--- src/rtl/lsni_pkg.sv ---
package lsni_pkg;

  typedef struct packed {
    logic [7:0]         red_in;
    logic [7:0]         green_in;
    logic [7:0]         blue_in;
    logic signed [15:0] smell_in;
    logic signed [15:0] temperature_in;
    logic               solid_in;
    logic               liquid_in;
    logic               last_cell_in;
  } cell_t;

  typedef struct packed {
    logic [7:0]         red_out;
    logic [7:0]         green_out;
    logic [7:0]         blue_out;
    logic signed [15:0] smell_out;
    logic signed [15:0] temperature_out;
    logic               solid_out;
    logic               liquid_out;
    logic               any_flipped;
    logic               last_cell_out;
  } result_t;

  typedef struct packed {
    cell_t data;
    logic  noisy;
  } entry_t;

  typedef struct packed {
    logic        noise_enable;
    logic [7:0]  color_amplitude;
    logic [14:0] smell_amplitude;
    logic [14:0] temperature_amplitude;
    logic [24:0] flip_threshold;
  } cfg_t;

  typedef struct packed {
    logic        load;
    logic [31:0] value;
  } seed_req_t;

  typedef struct packed {
    logic idle;
    logic load;
    logic load_last;
    logic flip_seen;
  } back_status_t;

  localparam int          CFG_INDEX_W = 3;
  localparam logic [CFG_INDEX_W-1:0] CFG_ENABLE    = 3'd0;
  localparam logic [CFG_INDEX_W-1:0] CFG_SEED      = 3'd1;
  localparam logic [CFG_INDEX_W-1:0] CFG_COLOR_AMP = 3'd2;
  localparam logic [CFG_INDEX_W-1:0] CFG_SMELL_AMP = 3'd3;
  localparam logic [CFG_INDEX_W-1:0] CFG_TEMP_AMP  = 3'd4;
  localparam logic [CFG_INDEX_W-1:0] CFG_THRESHOLD = 3'd5;

  localparam logic [31:0] LCG_MUL    = 32'd1103515245;
  localparam logic [31:0] LCG_INC    = 32'd12345;
  localparam int          DRAW_SHIFT = 8;
  localparam logic [23:0] DRAW_MAX   = 24'hFF_FFFF;
  localparam logic [23:0] DRAW_HALF  = 24'h7F_FFFF;
  localparam logic [7:0]  COLOR_MAX  = 8'd255;
  localparam int          QUEUE_DEPTH = 2;

endpackage

--- src/rtl/lsni_front.sv ---
module lsni_front
  import lsni_pkg::*;
(
  input  logic   clk,
  input  logic   rst,
  input  logic   cell_valid,
  output logic   cell_stall,
  input  cell_t  cell_data,
  input  logic   noise_enable,
  output logic   push,
  output entry_t push_entry,
  input  logic   q_full
);

  logic   held;
  entry_t entry;

  assign cell_stall = held && q_full;
  assign push       = held && !q_full;
  assign push_entry = entry;

  always_ff @(posedge clk) begin
    if (rst) begin
      held <= 1'b0;
    end else begin
      if (cell_valid && !cell_stall) begin
        held        <= 1'b1;
        entry.data  <= cell_data;
        entry.noisy <= noise_enable;
      end else if (push) begin
        held <= 1'b0;
      end
    end
  end

endmodule

--- src/rtl/lsni_queue.sv ---
module lsni_queue
  import lsni_pkg::*;
(
  input  logic   clk,
  input  logic   rst,
  input  logic   push,
  input  entry_t push_entry,
  output logic   full,
  input  logic   pop,
  output entry_t pop_entry,
  output logic   empty
);

  localparam int PTR_W = (QUEUE_DEPTH > 1) ? $clog2(QUEUE_DEPTH) : 1;
  localparam int CNT_W = $clog2(QUEUE_DEPTH + 1);

  entry_t             slots [QUEUE_DEPTH];
  logic [PTR_W-1:0]   wr_ptr;
  logic [PTR_W-1:0]   rd_ptr;
  logic [CNT_W-1:0]   count;

  assign full      = count == CNT_W'(QUEUE_DEPTH);
  assign empty     = count == '0;
  assign pop_entry = slots[rd_ptr];

  always_ff @(posedge clk) begin
    if (rst) begin
      wr_ptr <= '0;
      rd_ptr <= '0;
      count  <= '0;
    end else begin
      if (push) begin
        slots[wr_ptr] <= push_entry;
        wr_ptr <= (wr_ptr == PTR_W'(QUEUE_DEPTH - 1)) ? '0 : wr_ptr + 1'b1;
      end
      if (pop) begin
        rd_ptr <= (rd_ptr == PTR_W'(QUEUE_DEPTH - 1)) ? '0 : rd_ptr + 1'b1;
      end
      if (push && !pop) begin
        count <= count + 1'b1;
      end else if (pop && !push) begin
        count <= count - 1'b1;
      end
    end
  end

endmodule

--- src/rtl/lsni_back.sv ---
module lsni_back
  import lsni_pkg::*;
#(
  parameter int SIGNAL_FRAC_BITS = 14
) (
  input  logic         clk,
  input  logic         rst,
  input  cfg_t         cfg,
  input  seed_req_t    seed_req,
  input  logic         q_empty,
  input  entry_t       pop_entry,
  output logic         pop,
  output logic         result_valid,
  input  logic         result_stall,
  output result_t      result,
  output back_status_t status
);

  typedef enum logic [1:0] {ST_IDLE, ST_RUN, ST_DONE} state_t;
  typedef enum logic [2:0] {
    DRAW_RED, DRAW_GREEN, DRAW_BLUE, DRAW_SMELL, DRAW_TEMP, DRAW_SOLID, DRAW_LIQUID
  } draw_t;

  localparam logic [2:0] DRAW_COUNT = 3'd7;
  localparam int SIG_ONE_INT = (SIGNAL_FRAC_BITS >= 15) ? 32767 : (1 << SIGNAL_FRAC_BITS);
  localparam logic signed [17:0] SIG_HI = 18'(SIG_ONE_INT);
  localparam logic signed [17:0] SIG_LO = (SIGNAL_FRAC_BITS >= 15) ? -18'sd32768 : -SIG_HI;

  state_t      state;
  logic [31:0] gen;
  logic        flip_seen;
  logic [2:0]  cnt;

  result_t     work;
  result_t     work_out;
  logic        work_noisy;
  logic        work_seen;

  logic        d_valid;
  draw_t       d_idx;
  logic        p_valid;
  draw_t       p_idx;
  logic [38:0] p_prod;
  logic        p_neg;
  logic        p_flip;
  logic        q_valid;
  draw_t       q_idx;
  logic signed [17:0] q_delta;
  logic        q_flip;

  logic [23:0] u;
  logic [23:0] mag;
  logic [14:0] amp_sel;
  logic [38:0] prod;
  logic [39:0] y;
  logic [15:0] q0;
  logic [24:0] r;
  logic [16:0] q;
  logic signed [17:0] delta;
  logic        load;

  function automatic logic [7:0] add_color(logic [7:0] base, logic signed [17:0] d);
    logic signed [17:0] s;
    s = $signed({10'b0, base}) + d;
    if (s < 0) begin
      return '0;
    end else if (s > $signed({10'b0, COLOR_MAX})) begin
      return COLOR_MAX;
    end
    return s[7:0];
  endfunction

  function automatic logic signed [15:0] add_signal(logic signed [15:0] base,
                                                    logic signed [17:0] d);
    logic signed [17:0] s;
    s = 18'(base) + d;
    if (s > SIG_HI) begin
      s = SIG_HI;
    end else if (s < SIG_LO) begin
      s = SIG_LO;
    end
    return s[15:0];
  endfunction

  // unit magnitude |2u - D| and its sign
  always_comb begin
    u   = gen[31:DRAW_SHIFT];
    mag = {u[23] ? u[22:0] : ~u[22:0], 1'b1};
    unique case (d_idx)
      DRAW_RED, DRAW_GREEN, DRAW_BLUE: amp_sel = {7'b0, cfg.color_amplitude};
      DRAW_SMELL: amp_sel = cfg.smell_amplitude;
      DRAW_TEMP:  amp_sel = cfg.temperature_amplitude;
      default:    amp_sel = '0;
    endcase
    prod = mag * amp_sel;
  end

  // rounded divide by 2^24-1 via fold and one correction
  always_comb begin
    y     = {1'b0, p_prod} + {16'b0, DRAW_HALF};
    q0    = y[39:24];
    r     = {1'b0, y[23:0]} + {9'b0, q0};
    q     = {1'b0, q0} + {16'b0, (r >= {1'b0, DRAW_MAX})};
    delta = p_neg ? -$signed({1'b0, q}) : $signed({1'b0, q});
  end

  always_comb begin
    work_out             = work;
    work_out.any_flipped = work_noisy && work_seen;
  end

  assign load         = (state == ST_DONE) && (!result_valid || !result_stall);
  assign pop          = (state == ST_IDLE) && !q_empty;
  assign status.idle      = state == ST_IDLE;
  assign status.load      = load;
  assign status.load_last = load && work.last_cell_out;
  assign status.flip_seen = flip_seen;

  always_ff @(posedge clk) begin
    if (rst) begin
      state        <= ST_IDLE;
      gen          <= 32'd1;
      flip_seen    <= 1'b0;
      cnt          <= '0;
      d_valid      <= 1'b0;
      p_valid      <= 1'b0;
      q_valid      <= 1'b0;
      result_valid <= 1'b0;
    end else begin
      if (seed_req.load) begin
        gen <= (seed_req.value == '0) ? 32'd1 : seed_req.value;
      end else if (state == ST_RUN && cnt != DRAW_COUNT) begin
        gen <= gen * LCG_MUL + LCG_INC;
      end

      d_valid <= (state == ST_RUN) && (cnt != DRAW_COUNT);
      d_idx   <= draw_t'(cnt);
      if (state == ST_RUN && cnt != DRAW_COUNT) begin
        cnt <= cnt + 1'b1;
      end

      p_valid <= d_valid;
      p_idx   <= d_idx;
      p_prod  <= prod;
      p_neg   <= ~u[23];
      p_flip  <= {1'b0, u} < cfg.flip_threshold;

      q_valid <= p_valid;
      q_idx   <= p_idx;
      q_delta <= delta;
      q_flip  <= p_flip;

      if (result_valid && !result_stall && !load) begin
        result_valid <= 1'b0;
      end

      unique case (state)
        ST_IDLE: begin
          if (pop) begin
            work.red_out         <= pop_entry.data.red_in;
            work.green_out       <= pop_entry.data.green_in;
            work.blue_out        <= pop_entry.data.blue_in;
            work.smell_out       <= pop_entry.data.smell_in;
            work.temperature_out <= pop_entry.data.temperature_in;
            work.solid_out       <= pop_entry.data.solid_in;
            work.liquid_out      <= pop_entry.data.liquid_in;
            work.any_flipped     <= 1'b0;
            work.last_cell_out   <= pop_entry.data.last_cell_in;
            work_noisy           <= pop_entry.noisy;
            work_seen            <= flip_seen;
            cnt                  <= '0;
            state                <= pop_entry.noisy ? ST_RUN : ST_DONE;
          end
        end
        ST_RUN: begin
          if (q_valid) begin
            unique case (q_idx)
              DRAW_RED:   work.red_out   <= add_color(work.red_out, q_delta);
              DRAW_GREEN: work.green_out <= add_color(work.green_out, q_delta);
              DRAW_BLUE:  work.blue_out  <= add_color(work.blue_out, q_delta);
              DRAW_SMELL: work.smell_out <= add_signal(work.smell_out, q_delta);
              DRAW_TEMP:  work.temperature_out <= add_signal(work.temperature_out, q_delta);
              DRAW_SOLID: begin
                work.solid_out <= work.solid_out ^ q_flip;
                work_seen      <= work_seen | q_flip;
              end
              default: begin
                work.liquid_out <= work.liquid_out ^ q_flip;
                work_seen       <= work_seen | q_flip;
                state           <= ST_DONE;
              end
            endcase
          end
        end
        ST_DONE: begin
          if (load) begin
            result       <= work_out;
            result_valid <= 1'b1;
            flip_seen    <= work.last_cell_out ? 1'b0 : work_seen;
            state        <= ST_IDLE;
          end
        end
        default: state <= ST_IDLE;
      endcase
    end
  end

endmodule

--- src/rtl/lcg_sensor_noise_injector.sv ---
// channel  | handshake                  | payload
// cell     | cell_valid, cell_stall     | cell_data (cell_t)
// result   | result_valid, result_stall | result (result_t)
// config   | cfg_valid, cfg_ready       | cfg_index, cfg_data
//
// noisy cell: between queue pop and result register come seven lcg draws on
// the one 32x32 multiplier, one per cycle, and three scaling stages
// pass-through cell: no draws; a two-entry queue sits between front and back
// rst is synchronous; generator returns to 1, flip flag and all valids clear
// cell_stall rises only when the front register is held and the queue is full
module lcg_sensor_noise_injector
  import lsni_pkg::*;
#(
  parameter int SIGNAL_FRAC_BITS = 14
) (
  input  logic                   clk,
  input  logic                   rst,
  input  logic                   cell_valid,
  output logic                   cell_stall,
  input  cell_t                  cell_data,
  output logic                   result_valid,
  input  logic                   result_stall,
  output result_t                result,
  input  logic                   cfg_valid,
  output logic                   cfg_ready,
  input  logic [CFG_INDEX_W-1:0] cfg_index,
  input  logic [31:0]            cfg_data
);

  cfg_t         cfg;
  seed_req_t    seed_req;
  back_status_t status;
  logic         cfg_write;
  logic         q_push;
  logic         q_pop;
  logic         q_full;
  logic         q_empty;
  entry_t       push_entry;
  entry_t       pop_entry;

  assign cfg_ready      = 1'b1;
  assign cfg_write      = cfg_valid && cfg_ready;
  assign seed_req.load  = cfg_write && (cfg_index == CFG_SEED);
  assign seed_req.value = cfg_data;

  always_ff @(posedge clk) begin
    if (rst) begin
      cfg <= '0;
    end else if (cfg_write) begin
      unique case (cfg_index)
        CFG_ENABLE:    cfg.noise_enable          <= cfg_data[0];
        CFG_COLOR_AMP: cfg.color_amplitude       <= cfg_data[7:0];
        CFG_SMELL_AMP: cfg.smell_amplitude       <= cfg_data[14:0];
        CFG_TEMP_AMP:  cfg.temperature_amplitude <= cfg_data[14:0];
        CFG_THRESHOLD: cfg.flip_threshold        <= cfg_data[24:0];
        default: ;
      endcase
    end
  end

  lsni_front u_front (
    .clk          (clk),
    .rst          (rst),
    .cell_valid   (cell_valid),
    .cell_stall   (cell_stall),
    .cell_data    (cell_data),
    .noise_enable (cfg.noise_enable),
    .push         (q_push),
    .push_entry   (push_entry),
    .q_full       (q_full)
  );

  lsni_queue u_queue (
    .clk        (clk),
    .rst        (rst),
    .push       (q_push),
    .push_entry (push_entry),
    .full       (q_full),
    .pop        (q_pop),
    .pop_entry  (pop_entry),
    .empty      (q_empty)
  );

  lsni_back #(
    .SIGNAL_FRAC_BITS (SIGNAL_FRAC_BITS)
  ) u_back (
    .clk          (clk),
    .rst          (rst),
    .cfg          (cfg),
    .seed_req     (seed_req),
    .q_empty      (q_empty),
    .pop_entry    (pop_entry),
    .pop          (q_pop),
    .result_valid (result_valid),
    .result_stall (result_stall),
    .result       (result),
    .status       (status)
  );

  a_no_push_full: assert property (@(posedge clk) disable iff (rst) q_push |-> !q_full)
    else $error("request pushed into full queue");

  a_no_pop_empty: assert property (@(posedge clk) disable iff (rst) q_pop |-> !q_empty)
    else $error("request popped from empty queue");

  a_pop_when_idle: assert property (@(posedge clk) disable iff (rst) q_pop |-> status.idle)
    else $error("back end popped while busy");

  a_flag_cleared: assert property (@(posedge clk) disable iff (rst)
    status.load_last |=> !status.flip_seen)
    else $error("flip flag kept after last cell");

  a_reset_quiet: assert property (@(posedge clk) ($past(rst) && !rst) |-> !result_valid)
    else $error("result valid right after reset");

endmodule
--- config.mk ---
export PLATFORM = sky130hd
export DESIGN_NAME = lcg_sensor_noise_injector
export DESIGN_NICKNAME = d
export VERILOG_FILES = /design/src/rtl/lsni_pkg.sv /design/src/rtl/lsni_front.sv /design/src/rtl/lsni_queue.sv /design/src/rtl/lsni_back.sv /design/src/rtl/lcg_sensor_noise_injector.sv
export SDC_FILE = /design/constraint.sdc
export NUM_CORES = 2
export LEC_CHECK = 0
export ABC_AREA = 0
export BUFFER_PORTS_ARGS = -buffer_cell sky130_fd_sc_hd__buf_2
export CORE_ASPECT_RATIO = 0.7
export CORE_MARGIN = 1.5
export CORE_UTILIZATION = 45
export DETAILED_ROUTE_END_ITERATION = 10
export MAX_ROUTING_LAYER = met4
export SYNTH_ARGS = -nofsm -noshare
export SYNTH_HDL_FRONTEND = slang
export SYNTH_SLANG_ARGS = --single-unit
--- constraint.sdc ---
create_clock -name clk -period 9.2 [get_ports clk]
set_input_delay 1.84 -clock clk [delete_from_list [all_inputs] [get_ports clk]]
set_output_delay 1.84 -clock clk [all_outputs]
set_load 0.1 [all_outputs]
After elaboration in Yosys (flattened, before gate mapping)
Memories as Yosys holds them, arrays and structs flattened. A register that Yosys moved wholly into a read port is not among the register bits.
Cells that the tools add are included.
- memories: 1
- input port bits: 99
- word-level logic and storage cells: 246
- output and inout port bits: 63
- bits in writable memories: 120
- flip-flop bits (word level): 361
- memory list (memory ; words ; bits a word ; read ports ; clocked after memory_dff ; wr ports ; RTL line ; RTL):
    u_queue.slots ; 2 ; 60 ; 1 ; 1 ; 1 ; lsni_queue.sv:17 ; entry_t slots [QUEUE_DEPTH];
- reductions and logical operators: 52
- equal/unequal tests: 29
- multipliers: 2
- $lt $le $gt $ge: 12
- bitwise logic cells: 6
- add/subtract/negate cells: 15
- mux-type cells: 75
- operators with widths (operator ; count):
    $pmux 58 s2 ; 1
    $mux 16 ; 6
    $mux 32 ; 3
    $mux 8 ; 12
    $mux 60 ; 1
    $mux 58 ; 1
    $add 9x18->18 ; 3
    $gt 18x9->1 const B ; 3
    $lt 18x1->1 const B ; 3
    $pmux 15 s3 ; 1
    $add 39x23->40 const B ; 1
    $reduce_and 5->1 ; 8
    $mul 24x15->39 ; 1
    $add 16x18->18 ; 2
    $gt 18x16->1 const B ; 2
    $lt 18x15->1 const B ; 2
    $mux 1 ; 36
    $add 32x14->32 const B ; 1
    $logic_not 32->1 ; 1
    $mul 32x31->32 const B ; 1
    $add 24x16->25 ; 1
    $ge 25x24->1 const B ; 1
    $lt 24x25->1 ; 1
    $mux 23 ; 1
    other kinds (35) ; 98

Depth between registers and ports, before layout
- depth in word-level cells: 12
- gate-level depth with buffers: 33
- gate-level depth less buffers: 32

Hierarchy
A second synthesis with hierarchy kept.
- cells, all modules: 4268
- area, all modules: 44166.1 sq um
- modules (own cells, without submodules) (module ; area each (sq um) ; instances ; cells an instance ; sequential area each (sq um)):
    lsni_back ; 35062.4 ; 1 ; 3748 ; 6546.3
    lsni_queue ; 4525.6 ; 1 ; 209 ; 3703.6
    lcg_sensor_noise_injector ; 2717.6 ; 1 ; 245 ; 1281.2
    lsni_front ; 1860.5 ; 1 ; 66 ; 1821.7

Least setup slack after synthesis
Ideal clock, no wire load.
- path type: register to register
- start: reg u_back.d_idx[1]
- end: reg u_back.p_prod[37] (data pin)
- slack: 1.602 ns
- buffers on the path: 2
- setup time: 0.258 ns
- cell stages (with the launch flop): 27
- arrival: 7.341 ns
- period minus slack after synthesis: 7.598 ns
- data required time: 8.942 ns
- cell sequence: edfxtp_1 -> nor3b_1 -> clkbuf_1 -> nand2_1 -> o21ai_1 -> clkbuf_1 -> nand2_1 -> fa_1 -> inv_1 -> fa_1 -> fa_1 -> inv_1 -> fa_1 -> inv_1 -> fa_1 -> fa_1 -> ha_1 -> a21oi_1 -> o21ai_0 -> a21oi_1 -> o31ai_1 -> o32a_1 -> a221o_1 -> a221o_1 -> a211o_1 -> a21oi_1 -> xnor2_1
- word-level cells in the longest chain between the ends: 4
- elaborated cells on any way between the ends: 8
- those cells by class: mul (1); eq/ne (4); mux (1); reduce/logical (2)
- RTL lines (what ; RTL line ; RTL):
    from (decl) ; lsni_back.sv:40 ; draw_t d_idx;
    from (signal assigned) ; lsni_back.sv:137 ; d_idx <= draw_t'(cnt);
    $eq 3x1->1 (tied with other cells) ; lsni_back.sv:89 ; unique case (d_idx)
    $reduce_or 3->1 ; lsni_back.sv:89 ;
    $pmux 15 s3 * ; lsni_back.sv:89 ;
    $mul 24x15->39 * ; lsni_back.sv:95 ; prod = mag * amp_sel;
    via u_back.prod[37] ; lsni_back.sv:54 ; logic [38:0] prod;
    to (signal assigned) ; lsni_back.sv:144 ; p_prod <= prod;
    to (decl) ; lsni_back.sv:43 ; logic [38:0] p_prod;
Mark *: on every way through the listed nets, which the timed path passes. The rest lies on a longest branch.
A chain may end at the register's enable or synchronous reset.

Worst setup path in the final report
- start: reg u_back.d_idx[0]
- end: reg u_back.p_prod[30] (data pin)
Same word-level chain as after synthesis.

==> impl_metrics.ini <==
[worst_setup_path]
cp_max_fo = 22
r2r-start = u_back.d_idx[0]
worstPathArrival_ns = 8.94
crit_type = reg2reg
start_kind = flip-flop
r2r_end = u_back.p_prod[30]
cp-startpoint = u_back.d_idx[0]
endpoint = u_back.p_prod[30]
rrSetupSlack_ns = 0.68
worst-r2r-cell-count = 27
end_kind = flip-flop
worstPathRequired_ns = 9.62

[drt]
wl_um = 123000
routed_via_density = 5.45
drtIter0Drc = 3121
ant_nets = 0
drc = 0
dr.pass1.iters = 6
vias = 31300
detail_route.wl_per_cell_um = 21.5

[synthesis]
synth_edf_count = 370
synth_area_sq_um = 43400
synth_fp_nets = 5255
yosysTopAreaCell = edfxtp_1
yosys_warnings = 0
synth_area_leaders = edfxtp_1, fa_1, ha_1
yosysUniqueCellTypes = 97
syn_inst = 4266
synth-compound-area-share_pct = 9.44
synth-xor-area-share_pct = 5.39
synth_top_family_by_area = adder cells
synthTopCellsByCount = inv_1, fa_1, nand2_1
synth_simple_gate_area_share_pct = 11.0
synth_top_area_share_pct = 25.6
synth_top_flop_cell = edfxtp_1
syn_avg_cell_area_sq_um = 10.2
synth_mux_area_share_pct = 1.86
ys_seq_elements = 482
synth_most_common_cell = inv_1
synth_fa_ha_area_share_pct = 34.1
async_flop_share_pct = 0
yosysSeqAreaShare_pct = 30.7

[final_layout]
regArea_sq_um = 13400
multi_input_area_sq_um = 26900
drive_gt1_share_pct = 8.65
syn2layout_area_growth_pct = 9.69
nFillCells = 8914
layout.nets = 5416

[clock_tree]
root_buffer = clkbuf_16
numCtsBuffers = 48
clk_latency_ns = 0.63
cts_hold_buf = 0
clockBufferDepth = 3
cts_sinks = 482
path_clk_slew_ns = 0.07
cts_tree = built
h-tree-depth = 2
post_cts_buffers = 0
ctsResizeCount = 0

[global_routing]
grt_pass1_wl_um = 191000
globalRouteOverflowTotal = 0
first_global_vias = 30700
grt_antenna_before_repair = 4
grtUsageTotal_pct = 26.3
grt_max_degree = 92

[min_path]
min-delay-start = u_front.push_entry[11]
hold_depth = 0
hp-class = reg2reg

[floorplan]
ioPinCount = 162
start_util_pct = 45.3
die_w_um = 374
dieArea_sq_um = 98400
core_area_sq_um = 95800
dieHeight_um = 263
std_cell_rows = 95

[timing]
fmax_mhz = 117
slew_headroom_pct = 22.5
finalCriticalPeriod_ns = 8.52
hold_violations = 0
setup_tns_ns = 0
skew_ns = 0.0412
worst_slew_pin_slew_ns = 1.15
finalCritPeriodShare_pct = 92.6
rsz0062_at_grt = no
finalMaxSlewViolations = 0
setup_viol = 0
setup_slack_ns = 0.677

[place]
dp_hpwl_um = 98200
place.port_buffers = 160
pre_cts_slack_ns = 0.891
place.gp.congestion = 0.988

[run_status]
status = finished, final reports clean

[run]
maxCapViolCount = 0
cell families (layout without fill, tap and decap cells):
kind of cell / Yosys count / after routing
simple gates: 1056 / 1056
fa+ha+maj: 892 / 892
buf+inv: 866 / 1065
compound gates: 626 / 626
flops: 482 / 482
xor+xnor: 264 / 264
mux: 79 / 79
other cells: 1 / 5
how the worst min path moves through the flow:
stage | to
after global routing | u_queue.slots[0][11]
after floorplan | u_back.q_flip
after global placement | u_back.q_idx[1]
after CTS | u_queue.slots[0][11]
after detailed placement | u_back.q_flip
final | u_queue.slots[0][11]
through the flow:
step	hold slack (ns)	instance area, sq um	std cells	utilization (%)
final	0.425	47600	5730	49.7
after global routing	0.442	47600	5730	49.7
after CTS	0.419	47600	5726	49.7
after detailed placement	0.411	46000	5638	48.0
after global placement	0.409	46000	5638	48.0
after floorplan	0.400	43400	4266	-
worst max-delay path, cell delays in order (launching register included):
cell and delay, ns:
edfxtp_1 0.43, nand2_1 0.41, mux2i_1 0.18, o21ai_2 0.87
nand2_1 0.19, fa_1 0.57, inv_1 0.05, fa_1 0.52
inv_1 0.05, fa_1 0.50, inv_1 0.04, ha_1 0.27
inv_1 0.05, fa_1 0.52, inv_1 0.05, fa_1 0.47
ha_1 0.25, nor3_1 0.34, nand2b_1 0.09, o211a_1 0.25
o21ai_0 0.40, a2111oi_0 0.20, buf_4 0.18, o31a_1 0.28
o211a_1 0.22, o21ai_0 0.20, or4b_2 0.60, o311ai_0 0.12
layer usage:
metal  share of wire [%]  global-route usage, %
met1                  50                   41.8
met2                  38                   33.0
met3                  11                   7.43
met4                 1.2                   3.58
met5                   0                      -
final cells by class:
class                           count  area share, %
Inverter                          744           5.86
Sequential cell                   482           28.0
Clock inverter                     30          0.927
Tap cell                         1261           3.31
Antenna cell                        4         0.0210
Timing Repair Buffer              233           2.84
Multi-Input combinational cell   2918           56.4
Clock buffer                       58           2.60
flip-flops by register name, indices dropped and copies added, names as in the netlist, 2 cells and up, named ones only:
name and flops:
u_back.cnt 3, u_queue.slots 120, u_back.p_idx 3, u_back.q_idx 3
cfg 64, u_back.work 59, u_back.q_delta 18, u_back.result 60
u_front.push_entry 60, u_back.state 2, u_queue.count 2, u_back.d_idx 3
u_back.p_prod 39, u_back.gen 32
cell usage in the layout (no fill, tap or decap), drive strengths merged, types with 15 or more instances in the layout:
master / Yosys / layout
nand4: 22 / 22
xor2: 97 / 97
nor2: 287 / 287
nor2b: 18 / 18
fa: 485 / 485
nor4: 31 / 31
a21oi: 215 / 215
o21a: 16 / 16
nor3: 60 / 60
dfxtp: 112 / 112
nand2b: 27 / 27
nand3: 46 / 46
o21bai: 23 / 23
a31oi: 18 / 18
o22ai: 37 / 37
mux2i: 68 / 68
a21o: 60 / 60
buf: 13 / 233
xnor2: 165 / 165
ha: 405 / 405
inv: 739 / 742
nand2: 473 / 473
o211ai: 31 / 31
clkinv: 5 / 18
clkbuf: 109 / 58
a211oi: 17 / 17
o21ai: 103 / 103
and3: 15 / 15
edfxtp: 370 / 370
Power is not shown: default switching activity piles up to over one toggle a cycle in this logic, so the estimate is an artifact.
